### config.mk
export PLATFORM = sky130hd
export DESIGN_NAME = phrn_ctrl
export DESIGN_NICKNAME = d
export VERILOG_FILES = /design/src/rtl/core/phrn_pkg.sv /design/src/rtl/core/phrn_ctrl.sv
export SDC_FILE = /design/constraint.sdc
export NUM_CORES = 1
export LEC_CHECK = 0
export BUFFER_PORTS_ARGS = -buffer_cell sky130_fd_sc_hd__buf_2
export CORE_MARGIN = 1.5
export CORE_UTILIZATION = 45
export DETAILED_ROUTE_END_ITERATION = 7
export GPL_ROUTABILITY_DRIVEN = 0
export GPL_TIMING_DRIVEN = 0
export MAX_ROUTING_LAYER = met4
export PLACE_DENSITY = 0.75
export RECOVER_POWER = 25
export SYNTH_ARGS = -nofsm -noshare
export SYNTH_HDL_FRONTEND = slang
export SYNTH_SLANG_ARGS = --single-unit
### constraint.sdc
create_clock -name clock -period 5.3 [get_ports clock]
set_input_delay 0.53 -clock clock [delete_from_list [all_inputs] [get_ports clock]]
set_output_delay 0.53 -clock clock [all_outputs]
set_load 0.05 [all_outputs]
### src/rtl/core/phrn_pkg.sv
// ----------------------------------------------------------------------------
// phrn_pkg
// shared types and constants of the per-head rms normalization block
// ----------------------------------------------------------------------------
`default_nettype none
package phrn_pkg;

   localparam int MAX_HEAD_DIM_DEF = 64;
   localparam int LEN_W            = 7;
   localparam int EPS_W            = 20;
   localparam int CSR_DATA_W       = 20;
   localparam int SUM_W            = 38;
   localparam int M_W              = 32;
   localparam int Q_W              = 61;
   localparam int INV_W            = 31;

   localparam logic CSR_HEAD_LEN = 1'b0;
   localparam logic CSR_EPSILON  = 1'b1;

   typedef struct packed {
      logic signed [15:0] sample;
      logic signed [15:0] gain;
      logic               vector_end;
   } req_type;

   typedef struct packed {
      logic signed [15:0] normed;
      logic               head_last;
      logic               vector_last;
      logic               saturated;
   } rsp_type;

   // controller to datapath
   typedef struct packed {
      logic load;
      logic mean_start;
      logic div_start;
      logic div_step;
      logic sqrt_start;
      logic sqrt_step;
      logic emit_rd;
      logic emit_mul;
      logic emit_out;
      logic head_clear;
   } cmd_type;

   // datapath to controller
   typedef struct packed {
      logic head_done;
      logic last_rd;
   } status_type;

endpackage
`default_nettype wire

### src/rtl/core/phrn_ctrl.sv
// ----------------------------------------------------------------------------
// phrn_ctrl
// sequencer for load, reciprocal square root and emission
// ----------------------------------------------------------------------------
`default_nettype none
module phrn_ctrl (
   input  wire logic             clock,
   input  wire logic             reset,
   input  wire logic             req_valid,
   output logic                  req_ready,
   output logic                  rsp_valid,
   input  wire logic             rsp_ready,
   input  wire phrn_pkg::status_type status,
   output phrn_pkg::cmd_type     cmd
);
   localparam logic [2:0] S_LOAD = 3'd0;
   localparam logic [2:0] S_MEAN = 3'd1;
   localparam logic [2:0] S_DIV  = 3'd2;
   localparam logic [2:0] S_SQRT = 3'd3;
   localparam logic [2:0] S_RD   = 3'd4;
   localparam logic [2:0] S_MUL  = 3'd5;
   localparam logic [2:0] S_OUT  = 3'd6;
   localparam logic [2:0] S_CHK  = 3'd7;

   logic [2:0] state_ff, state_in;
   logic [5:0] step_ff, step_in;
   logic       valid_ff, valid_in;
   logic       last_ff, last_in;

   assign req_ready = (state_ff == S_LOAD) && !status.head_done;
   assign rsp_valid = valid_ff;

   // state sequencing
   always_comb begin
      state_in = state_ff; step_in = step_ff; valid_in = valid_ff; last_in = last_ff;
      cmd = '0;
      if (valid_ff && rsp_ready) valid_in = 1'b0;
      unique case (state_ff)
         S_LOAD: begin
            cmd.load = req_valid && req_ready;
            if (status.head_done) begin
               cmd.mean_start = 1'b1; state_in = S_MEAN; step_in = '0;
            end
         end
         S_MEAN: begin
            cmd.div_step = 1'b1; step_in = step_ff + 6'd1;
            if (step_ff == 6'd60) begin state_in = S_DIV; end
         end
         S_DIV: begin
            if (step_ff == 6'd61) begin
               cmd.div_start = 1'b1; step_in = '0;
            end else begin
               cmd.div_step = 1'b1; step_in = step_ff + 6'd1;
               // last quotient bit lands this cycle, sqrt setup follows
               if (step_ff == 6'd60) begin
                  state_in = S_SQRT; step_in = 6'd63;
               end
            end
         end
         S_SQRT: begin
            if (step_ff == 6'd63) begin
               cmd.sqrt_start = 1'b1; step_in = '0;
            end else if (step_ff == 6'd30) begin
               cmd.sqrt_step = 1'b1; state_in = S_RD;
            end else begin
               cmd.sqrt_step = 1'b1; step_in = step_ff + 6'd1;
            end
         end
         S_RD: begin
            cmd.emit_rd = 1'b1; last_in = status.last_rd; state_in = S_MUL;
         end
         S_MUL: begin
            cmd.emit_mul = 1'b1; state_in = S_OUT;
         end
         S_OUT: begin
            if (!valid_ff || rsp_ready) begin
               cmd.emit_out = 1'b1; valid_in = 1'b1;
               if (last_ff) begin
                  cmd.head_clear = 1'b1; state_in = S_LOAD;
               end else state_in = S_RD;
            end
         end
         S_CHK: state_in = S_LOAD;
         default: state_in = S_LOAD;
      endcase
   end

   always_ff @(posedge clock) begin
      if (reset) begin
         state_ff <= S_LOAD; step_ff <= '0; valid_ff <= 1'b0; last_ff <= 1'b0;
      end else begin
         state_ff <= state_in; step_ff <= step_in; valid_ff <= valid_in;
         last_ff <= last_in;
      end
   end
endmodule
`default_nettype wire

Yosys cells after proc, flatten, opt, wreduce, memory -nomap -nowiden --
Cells that the tools add are included.
Cells by class: add/subtract/negate cells 1, multiply operators 0, divide/modulo/power cells 0, order comparisons 0, equality and inequality tests 19, shift operators 0, muxes and demuxes 32, bitwise operators 0, reduce and logical (&&, ||, !) cells 10
Operators by type and width (count):
- 2-to-1 mux 6 bit | 5
- 2-to-1 mux 3 bit | 8
- case mux 3 bit (8 select lines) | 1
- case mux 6 bit (4 select lines) | 1
- == test 6 bit, second input constant | 3
- != test 2 bit, second input constant | 7
- == test 3 bit, second input constant | 4
- 2-to-1 mux 1 bit | 12
- 2-to-1 mux 2 bit | 4
- AND reduction 7 bit | 1
- adder 6 x 1 -> 6 bit, second input constant | 1
- == test 3 x 2 -> 1 bit, second input constant | 2
- == test 6 x 5 -> 1 bit, second input constant | 1
- nonzero test 4 bit | 1
- == test 3 x 1 -> 1 bit, second input constant | 1
- logical AND 1 bit | 3
- logical NOT 3 bit | 1
- != test 3 bit, second input constant | 1
- AND reduction 3 bit | 1
- logical NOT 1 bit | 2
- case mux 1 bit (2 select lines) | 1
- logical OR 1 bit | 1
Storage, ports and cells: register bits after elaboration 11, latch bits 0, RAM bits 0, memory bits (read-only) 0, bits of input ports 6, output and inout port bits 12, word-level logic and storage cells 66, memories kept 0

Logic depth before layout (Yosys ltp) --
Gate-level depths: netlist of the first run.
depth in word-level cells 4, gate-level depth with buffers 8, mapped depth without buffers 7

Worst setup path after synthesis of the first run --
OpenSTA, ideal clock, no wires.
kind register to output, from register state_ff[2], to output cmd[9] (netlist bit), arrival 2.836 ns, required time 4.770 ns, setup slack 1.934 ns, stages on the path, launching flop included 5, path buffers 2, cells stage by stage dfxtp_1 clkbuf_1 clkbuf_1 nor4_1 and2_1
RTL lines:
- start, declared | line phrn_ctrl.sv:25 | logic [2:0] state_ff, state_in;
- start signal, assigned | line phrn_ctrl.sv:92 | state_ff <= state_in; step_ff <= step_in; valid_ff <= valid_in;
- end, declared | line phrn_ctrl.sv:14 | output phrn_pkg::cmd_type cmd

==> run summary, run 1 <==
RSZ-0062 raised after global routing: false
Period utilisation layout: 44.0%
Layout cells sized above 1: 19.4%
Critical path endpoint category: output port
Clock skew: 0.00145 ns
Hold wc startpoint: reset
Synth area leader: dfxtp_1
Maximum vdd drop: 0.000155 V
Most common cell in the netlist: nor2_1
Largest net degree at the start of global routing: 11
Port Buffers: 17
Seq. cell area: 220 sq um
Setup fix buffers added after clock tree synthesis: 0
Overflow after GRT: 0
Mapped Nets: 128
TritonCTS clock tree: yes
Ys async rst share: 0%
Slowest cell on the critical path: nor4_1
Vias: 956
# setup viols final: 0
Setup TNS: 0 ns
Clock Pin Slew Worst Setup and Hold Paths: 0.08 ns
Antenna-violating nets left: 0
Cells on worst reg2reg path: 8
Ys flop type: dfxtp_1
Cell row count: 15
Status: finished clean
First-pass GRT wire length: 3.41 mm
WL met3: 128 um
Core area: 1760 sq um
Post-synth EDFFs: 0
Worst-margin pin slew: 0.597 ns
CTS resizes: 0
Cts hold-fix bufs: 0
WL/cell: 13.4 um
First-pass DRT Iterations: 4
Reg-to-Reg Start: step_ff[0]
Worst flop-to-flop path endpoint: step_ff[1]
Antenna fix cells: 0
WHS Path Cells: 2
Post-DP Area: 985 sq um
Root Driver: clkbuf_4
Final-report hold violation count: 0
Seq/Total Area, Yosys: 25.4%
Cell family with most CP delay: buffers and inverters
M1 WL: 1.01 mm
Drc violations: 0
PD cells: 192 nW/um^2
DR top layer: met4
Top cells by area, synth: dfxtp_1 (25%), a21oi_1 (7.5%), nor2_1 (6.5%)
Met2 routed WL: 1.01 mm
Post-DP HPWL: 1.61 mm
Power, Total: 0.194 mW
H-tree levels: 1
CTS Buf Count: 3
Area growth syn-to-layout: 16.3%
Final Instance Area: 1010 sq um
Global Route Usage Sum: 22.8%
Final min period: 2.33 ns
Post-synthesis cell type count: 40
Required time worst endpoint: 4.77 ns
Vias per cell: 5.83
Syn. warnings: 0
Die Y: 46.9 um
Area of the multi-input gates: 588 sq um
Vias in the first global route: 802
CP most frequent cell: clkbuf_1
Syn Inst Count: 118
Fin. max-slew vios: 0
CP Class: reg -> out
MaxCap Viol Count: 0
Worst path bufs/invs: 3
Hold_ws: 0.472 ns
Routed wire length: 2.19 mm
1st-iter DRT viols: 30
R2R setup slack: 3.30 ns
Synth Cell Area: 868 sq um
Worst slew margin: 60.4%
Synth top area share: 25.4%
Avg Cell Area, Syn: 7.36 sq um
Top Ports: 18
Fill cell count: 189
HP Class: in -> reg
Fmax: 429 MHz
Die area: 2200 sq um
Clock latency on the worst-skew pair: 0.28 ns
Fin nets: 150
Startpoint types: register
Die Wd: 46.9 um
CTS Buffer Depth: 2
Initial Utilization: 49.2%
Worst-path maximum fanout: 10
CTS sink cnt: 11
Hold Path Sink: step_ff[2]
Fin util: 57.2%
Top cells by count, synth: nor2_1 (15), a21oi_1 (13), dfxtp_1 (11), nand2_1 (11), clkbuf_1 (6)
#FFs+latches synth: 11
Worst path cell trace: clkbuf_1 -> clkbuf_1 -> nor4_1 -> and2_1 -> buf_2
CP peak stage delay: 0.34 ns
Leakage power: 0.365 nW
Initial antenna violation count: 0
CP arrival: 1.80 ns
==> registers in the layout, summed over array words and instances (netlist names) <==
signal / cells
step_ff: 6
state_ff: 3
last_ff: 1
rsp_valid: 1
==> cell type report <==
cell class,count,share of cell area [%]
Multi-Input combinational cell,95,58.2
Sequential cell,11,21.8
Timing Repair Buffer,17,8.30
Buffer,8,4.46
Tap cell,25,3.10
Clock buffer,4,2.60
Inverter,4,1.49
==> per-layer routing <==
metal  vias up  GRT usage (%)
met1       442           26.9
met5         -              -
met2        37           37.0
met3         4           4.62
li1        473              -
met4         0           10.6
==> where the power goes <==
| part | leakage (nW) | switching (mW) | total, mW | internal [mW] |
|---|---|---|---|---|
| sequential | 0.0889 | 0.00259 | 0.0868 | 0.0842 |
| clock | 0.0150 | 0.0334 | 0.0627 | 0.0292 |
| combinational | 0.261 | 0.0302 | 0.0441 | 0.0139 |
| total | 0.365 | 0.0663 | 0.194 | 0.127 |
==> worst max-delay path by stage <==
stage                start     end  slack [ns]  depth (start not counted)
6_report       state_ff[2]  cmd[9]        2.97                          5
5_1_grt        state_ff[2]  cmd[9]        2.85                          5
4_1_cts        state_ff[2]  cmd[9]        2.96                          5
3_5_place_dp   state_ff[2]  cmd[9]        3.26                          5
3_3_place_gp   state_ff[2]  cmd[9]        3.34                          5
2_1_floorplan  state_ff[2]  cmd[9]        1.93                          4
==> worst register-to-register path, stage by stage (launching register included) <==
cell      delay, ns
dfxtp_1        0.43
inv_1          0.10
ha_1           0.22
nand2b_1       0.13
nor4_1         0.10
or3_1          0.35
clkbuf_1       0.17
a221oi_1       0.31
nor2_1         0.07
==> layout by cell type (no fill, tap or decap), drive strengths merged, types with 2 or more instances in the layout <==
| cell | Yosys | final |
|---|---|---|
| nor2 | 15 | 15 |
| dfxtp | 11 | 11 |
| nor4 | 2 | 2 |
| buf | 2 | 18 |
| inv | 4 | 4 |
| ha | 4 | 4 |
| nor3 | 5 | 5 |
| mux2i | 3 | 3 |
| nand2 | 11 | 11 |
| and2 | 2 | 2 |
| o21ai | 5 | 5 |
| a211oi | 2 | 2 |
| nand2b | 2 | 2 |
| nor4b | 2 | 2 |
| or3 | 4 | 4 |
| and3 | 2 | 2 |
| nand3 | 5 | 5 |
| clkbuf | 6 | 11 |
| a21oi | 14 | 14 |
==> metrics by stage <==
step	std cells	setup WS, ns
2_1_floorplan	118	1.93
3_3_place_gp	160	3.34
3_5_place_dp	160	3.26
4_1_cts	164	2.96
5_1_grt	164	2.85
6_report	164	2.97
==> kinds of logic (layout without fill, tap and decap cells) <==
group | Yosys count | count (layout) | synth area share (%)
simple gates | 55 | 55 | 32.6
compound gates | 33 | 33 | 25.9
buf+inv | 12 | 33 | 6.92
flops | 11 | 11 | 25.4
fa+ha+maj | 4 | 4 | 5.76
mux | 3 | 3 | 3.46
No activity file was read; power rests on OpenSTA's default activity.
==> run 2: changes to the inputs <==
- ABC_AREA: unset -> 1
- PLACE_DENSITY: 0.75 -> 0.74
- clock period: 5.3 -> 2.2 ns (I/O delays scaled with it)
==> run 2 against run 1 <==
First-iteration DRC count is 47% higher. Area after synthesis is 9.8% higher. Setup slack worse by 2.6 ns. Total power grew to 6.7 times the previous value. Critical endpoint is now cmd[6].
==> run summary, run 2 <==
Status: finished clean
Largest net degree at the start of global routing: 9 (-2)
Worst path bufs/invs: 3 (unchanged)
PD cells: 1190 nW/um^2 (+520%)
Final min period: 1.80 ns
#FFs+latches synth: 11 (unchanged)
Cells on worst reg2reg path: 9 (+1)
Layout cells sized above 1: 24.1% (+4.7 points)
Met2 Usage GRT: 30.8% (-6.2 points)
Cell family with most CP delay: flip-flops
Avg Cell Area, Syn: 6.40 sq um (-13%)
Antenna fix cells: 0 (unchanged)
R2R setup slack: 0.55 ns (-2.75 ns)
Hold Path Sink: last_ff
Reg-to-Reg Start: step_ff[0]
Largest register FFs: 6 (unchanged)
Hold_ws: 0.192 ns (-0.280 ns)
Die Wd: 49.0 um (+4.5%)
Syn Inst Count: 149 (+26%)
HP Class: in -> reg
Met3 Resource Use GR: 0.920% (-3.7 points)
Most flop-heavy register: step_ff
Fin nets: 181 (+21%)
CP peak stage delay: 0.40 ns (+0.06 ns)
Critical path endpoint category: output port
CTS resizes: 0 (unchanged)
Top Registers: step_ff x6, state_ff x3
Setup fix buffers added after clock tree synthesis: 0 (unchanged)
Startpoint types: register
Ys async rst share: 0% (unchanged)
Maximum vdd drop: 0.000835 V (+440%)
CTS Buf Count: 3 (unchanged)
Initial antenna violation count: 0 (unchanged)
First-pass DRT Iterations: 4 (unchanged)
Ys flop type: dfxtp_1
Synth Cell Area: 953 sq um (+9.8%)
Vias: 966 (+1.0%)
Leakage power: 0.596 nW (+63%)
Clock group share of total power: 10.8% (-22 points)
Mapped Nets: 159 (+24%)
CP most frequent cell: nand2_1
Most frequent cells in the layout: nand2_1 (31), nor2_1 (25), inv_1 (20)
Post-synth EDFFs: 0 (unchanged)
Worst slew margin: 61.1% (+0.67 points)
CTS sink cnt: 11 (unchanged)
CTS Buffer Depth: 2 (unchanged)
First-pass GRT wire length: 3.57 mm (+4.7%)
Worst-path maximum fanout: 5 (-5)
Hold wc startpoint: status[0]
Worst-margin pin slew: 0.587 ns (-0.0101 ns)
Global Route Usage Sum: 19.2% (-3.6 points)
P_sw: 0.733 mW (+1000%)
Flop pwr share: 22.6% (-22 points)
Cts hold-fix bufs: 0 (unchanged)
1st-iter DRT viols: 44 (+47%)
Seq/Total Area, Yosys: 23.1% (-2.3 points)
Vias per cell: 4.90 (-16%)
Clock latency on the worst-skew pair: 0.27 ns (about the same)
Synth top area share: 23.1% (-2.3 points)
Setup TNS: 0 ns (unchanged)
Routed wire length: 2.05 mm (-6.4%)
WHS Path Cells: 3 (+1)
Most Crowded Layer GR: met2
Fin. max-slew vios: 0 (unchanged)
Root Driver: clkbuf_4
Overflow after GRT: 0 (unchanged)
Drc violations: 0 (unchanged)
Worst path cell trace: inv_1 -> ha_1 -> nand3_1 -> inv_1 -> nand2_1 -> nand2_1 -> nand2_1 -> buf_2
H-tree levels: 1 (unchanged)
Antenna-violating nets left: 0 (unchanged)
MaxCap Viol Count: 0 (unchanged)
Cell row count: 16 (+1)
Required time worst endpoint: 1.98 ns (-2.79 ns)
Area growth syn-to-layout: 13.8%
Top Ports: 18 (unchanged)
Clock Pin Slew Worst Setup and Hold Paths: 0.07 ns (about the same)
Vias in the first global route: 873 (+8.9%)
RSZ-0062 raised after global routing: false
Synth area leader: dfxtp_1
TritonCTS clock tree: yes
Period utilisation layout: 81.9%
Final-report hold violation count: 0 (unchanged)
Internal power: 0.556 mW (+340%)
Slowest cell on the critical path: dfxtp_1
Die area: 2400 sq um (+9.2%)
WL/cell: 10.4 um (-22%)
CP Class: reg -> out
CP arrival: 1.58 ns (-0.22 ns)
Core area: 1980 sq um (+12%)
Initial Utilization: 48.1% (-1.1 points)
Switching portion of total power: 56.8% (+23 points)
Top cells by area, synth: dfxtp_1 (23%), nand2_1 (12%), nor2_1 (9.8%)
Met1 Usage GRT: 25.7% (-1.2 points)
Port Buffers: 17 (unchanged)
Die Y: 49.0 um (+4.5%)
Fmax: 555 MHz
Fin util: 54.7% (-2.5 points)
# setup viols final: 0 (unchanged)
Worst flop-to-flop path endpoint: state_ff[0]
Logic pwr share: 66.6% (+44 points)
Post-synthesis cell type count: 23 (-43%)
Syn. warnings: 0 (unchanged)
Most common cell after layout, fill and taps aside: nand2_1
Most common cell in the netlist: nand2_1
Post-DP HPWL: 1.70 mm (+5.8%)
Clock skew: 0.00595 ns (+0.00449 ns)
Top cells by count, synth: nand2_1 (31), nor2_1 (25), inv_1 (19)
Worst Setup SP: step_ff[1]
[run 2: cell types whose count changed in the layout (fill, tap and decap cells not counted), moves of 3 or more]
| cell | before | now |
|---|---|---|
| mux2i_1 | 3 | 0 |
| nor2_1 | 15 | 25 |
| inv_1 | 3 | 20 |
| xor2_1 | 0 | 3 |
| nand2_1 | 11 | 31 |
| nand3_2 | 0 | 5 |
| or3_1 | 4 | 0 |
| nor2_4 | 0 | 4 |
| inv_2 | 1 | 4 |
| clkbuf_1 | 8 | 3 |
| nand2_2 | 0 | 3 |
| nand3_1 | 5 | 14 |
[run 2: area by class of cell]
cell class	instances	area, sq um
fillers	206	897
multi-input cells	112	619
inverters	24	90.1
flip-flops and latches	11	220
clock buffers	4	26.3
well taps	27	33.8
plain buffers	2	12.5
repair buffers	17	82.6
[run 2: metrics by stage]
| stage | setup WS [ns] | total power, mW | instance area, sq um | instances |
|---|---|---|---|---|
| 2_1_floorplan | 0.272 | 0.992 | 953 | 149 |
| 3_3_place_gp | 0.725 | 1.14 | 1070 | 193 |
| 3_5_place_dp | 0.676 | 1.16 | 1070 | 193 |
| 4_1_cts | 0.394 | 1.30 | 1100 | 197 |
| 5_1_grt | 0.252 | 1.39 | 1080 | 197 |
| 6_report | 0.399 | 1.29 | 1080 | 197 |
[run 2: worst min-delay path, delay by kind of cell]
| kind | cells | cell delay, ns |
|---|---|---|
| buffers and inverters | 1 | 0.08 |
| AND/OR/NAND/NOR | 2 | 0.13 |
[run 2: how the worst max path moves through the flow]
stage	end	depth (start not counted)
global route	cmd[6]	8
global placement	cmd[6]	8
floorplan	cmd[8]	4
detailed placement	step_ff[5]	9
CTS	cmd[6]	8
finish	cmd[6]	8
[run 2: logic make-up after synthesis]
group / synth area share [%]
and+or+nand+nor: 47.2
buffers and inverters: 10.8
AOI/OAI and AO/OA: 9.97
DFF: 23.1
xor gates and xnor gates: 3.68
adders and majority gates: 5.25
[run 2: routing by layer]
metal  wire [um]  share of wire (%)
met5           0                  0
met4          27                1.3
met3         120                5.9
met2         885                 43
met1        1020                 50
[run 2: power groups by stage]
stage	Clock, mW	Sequential [mW]	Combinational [mW]
3_5_place_dp	0	0.297	0.863
2_1_floorplan	0	0.292	0.700
5_1_grt	0.150	0.297	0.946
6_report	0.139	0.291	0.858
3_3_place_gp	0	0.295	0.845
4_1_cts	0.143	0.292	0.865
==> run 3: changes to the inputs <==
- ABC_AREA: 1 -> 0
- PLACE_DENSITY: 0.74 -> 0.77
- clock period: 2.2 -> 1.6 ns (I/O delays scaled with it)
==> run 3 against run 2 <==
The run now ends with setup timing left. Register-to-register slack worse by 0.59 ns. Largest cell class unchanged. Sequential cell count unchanged. Cell count down 11%. Routed wire length up 39%. Sequential share of layout area down 2.3 points. Global-route usage up 7.7 points. Total power down 44%. Setup slack worse by 0.44 ns. Combinational power down 74%. Die area down 8.4%. Sequential power down 2%. Clock skew down 0.00063 ns.
==> run summary, run 3 (synthesized netlist as in run 1, its figures left out) <==
Failing checks: setup timing
Worst path bufs/invs: 2 (-1)
Seq. cell area: 245 sq um (+11%)
Layout cells sized above 1: 49.3% (+25 points)
WHS Path Cells: 2 (-1)
CP arrival: 1.86 ns (+0.28 ns)
Top Registers: step_ff x6, state_ff x3
Vias in the first global route: 898 (+2.9%)
Status: finished with violations
Flop pwr share: 39.9% (+17 points)
Antenna-violating nets left: 0 (unchanged)
CTS Buf Count: 3 (unchanged)
Slack of the critical path: -0.0390 ns (-0.438 ns)
Critical path endpoint category: register
R2R setup slack: -0.04 ns (-0.59 ns)
Slowest cell on the critical path: dfxtp_4
P_sw: 0.252 mW (-66%)
CP Class: reg -> reg
Final Instance Area: 1360 sq um (+26%)
Fmax: 610 MHz
Startpoint types: register
Period utilisation layout: 102%
Largest register FFs: 6 (unchanged)
Vias per cell: 6.00 (+22%)
CTS Buffer Depth: 2 (unchanged)
MaxCap Viol Count: 0 (unchanged)
Port Buffers: 17 (unchanged)
Root Driver: clkbuf_4
WL/cell: 16.3 um (+57%)
Die Y: 46.9 um (-4.3%)
Drc violations: 0 (unchanged)
Setup TNS: -0.0935 ns (-0.0935 ns)
Routed wire length: 2.86 mm (+39%)
Clock latency on the worst-skew pair: 0.29 ns (+0.02 ns)
1st-iter DRT viols: 37 (-16%)
Top Ports: 18 (unchanged)
Reg-to-Reg Start: step_ff[0]
Area of the multi-input gates: 736 sq um (+19%)
Cts hold-fix bufs: 0 (unchanged)
Cell row count: 15 (-1)
CTS sink cnt: 11 (unchanged)
# setup viols final: 3 (+3)
Global Route Usage Sum: 26.9% (+7.7 points)
Switching portion of total power: 35.3% (-22 points)
Worst-path maximum fanout: 5 (unchanged)
Initial antenna violation count: 0 (unchanged)
H-tree levels: 1 (unchanged)
Area growth syn-to-layout: 56.9%
Worst-margin pin slew: 0.592 ns (+0.00548 ns)
Internal power: 0.463 mW (-17%)
Fill cell count: 126 (-39%)
HP Class: in -> reg
Clock Pin Slew Worst Setup and Hold Paths: 0.08 ns (about the same)
Largest net degree at the start of global routing: 11 (+2)
First-pass DRT Iterations: 4 (unchanged)
PD cells: 525 nW/um^2 (-56%)
Leakage power: 0.480 nW (-20%)
Required time worst endpoint: 1.82 ns (-0.16 ns)
Post-DP Area: 1060 sq um (-1.1%)
Final min period: 1.64 ns
Antenna fix cells: 0 (unchanged)
Vias: 1050 (+8.7%)
Clock group share of total power: 29.3% (+18 points)
Worst slew margin: 60.7% (-0.36 points)
Initial Utilization: 49.2% (+1.1 points)
Post-DP HPWL: 1.71 mm (+0.52%)
Cell family with most CP delay: compound AO/OA/AOI/OAI gates
Maximum vdd drop: 0.000396 V (-53%)
Fin util: 77.2% (+22 points)
Power, Total: 0.716 mW (-44%)
Hold wc startpoint: reset
RSZ-0062 raised after global routing: true
Final-report hold violation count: 0 (unchanged)
Fin nets: 161 (-11%)
Worst path cell trace: inv_2 -> ha_4 -> mux2i_2 -> o32ai_4 -> buf_4 -> a211oi_1 -> nor2_1 -> a21oi_1
Most flop-heavy register: step_ff
Core area: 1760 sq um (-11%)
Overflow after GRT: 0 (unchanged)
First-pass GRT wire length: 4.02 mm (+13%)
CP peak stage delay: 0.41 ns (about the same)
Fin. max-slew vios: 0 (unchanged)
Die area: 2200 sq um (-8.4%)
Die Wd: 46.9 um (-4.3%)
Hold Path Sink: step_ff[2]
Most frequent cells in the layout: buf_4 (16), nor2_1 (12), a21oi_1 (11)
Most common cell after layout, fill and taps aside: buf_4
Logic pwr share: 30.8% (-36 points)
Worst flop-to-flop path endpoint: step_ff[4]
TritonCTS clock tree: yes
Cells on worst reg2reg path: 8 (-1)
Clock skew: 0.00532 ns (-0.000628 ns)
==> run 3: cell types whose count changed in the layout (fill, tap and decap cells not counted), moves of 4 or more <==
cell and delta:
buf_2 -9, nand2_1 -22, dfxtp_1 -8, dfxtp_4 +6
inv_1 -19, buf_4 +15, buf_6 +6, nand3_1 -10
nand3_2 -4, nor2_1 -13
==> run 3: how the worst max path moves through the flow <==
stage	endpoint	depth (start not counted)	slack (ns)	from
detailed placement	step_ff[2]	5	-0.16	state_ff[2]
CTS	step_ff[3]	6	0.005	step_ff[1]
global placement	cmd[0]	5	-0.12	state_ff[2]
finish	step_ff[4]	8	-0.04	step_ff[0]
floorplan	cmd[8]	3	-0.23	state_ff[2]
global route	step_ff[3]	6	-0.11	step_ff[0]
==> run 3: through the flow <==
step                setup WS [ns]  hold slack (ns)  std cells
floorplan                  -0.229            0.265        118
global placement           -0.117            0.374        160
detailed placement         -0.155            0.386        160
CTS                       0.00466           0.0755        167
global route               -0.108           0.0926        175
finish                    -0.0390           0.0684        175
==> run 3: layout make-up <==
cell class	instances	area share (%)
Multi-Input combinational cell	95	54.0
Inverter	4	1.65
Tap cell	25	2.30
Timing Repair Buffer	31	18.1
Buffer	5	4.04
Clock buffer	4	1.93
Sequential cell	11	18.0
==> run 3: power groups by stage <==
stage	clock network, mW	registers, mW	logic [mW]
2_1_floorplan	0	0.294	0.126
3_5_place_dp	0	0.296	0.163
4_1_cts	0.211	0.288	0.186
6_report	0.210	0.286	0.221
3_3_place_gp	0	0.296	0.158
5_1_grt	0.226	0.287	0.234
==> run 3: per-layer routing <==
metal	track usage, %	up-vias	part of all wire [%]
met5	-	-	0
met4	7.78	0	1.0
met3	8.46	7	8.2
met2	44.7	57	53
met1	30.9	491	38
li1	-	495	-
==> run 3: timing repair <==
action / CTS / global route
pin swaps: 8 / 10
setup buffers: 6 / 9
endpoints found under the hold margin: 0 / 0
resized for setup: 38 / 18
endpoints found under the setup margin: 17 / 18
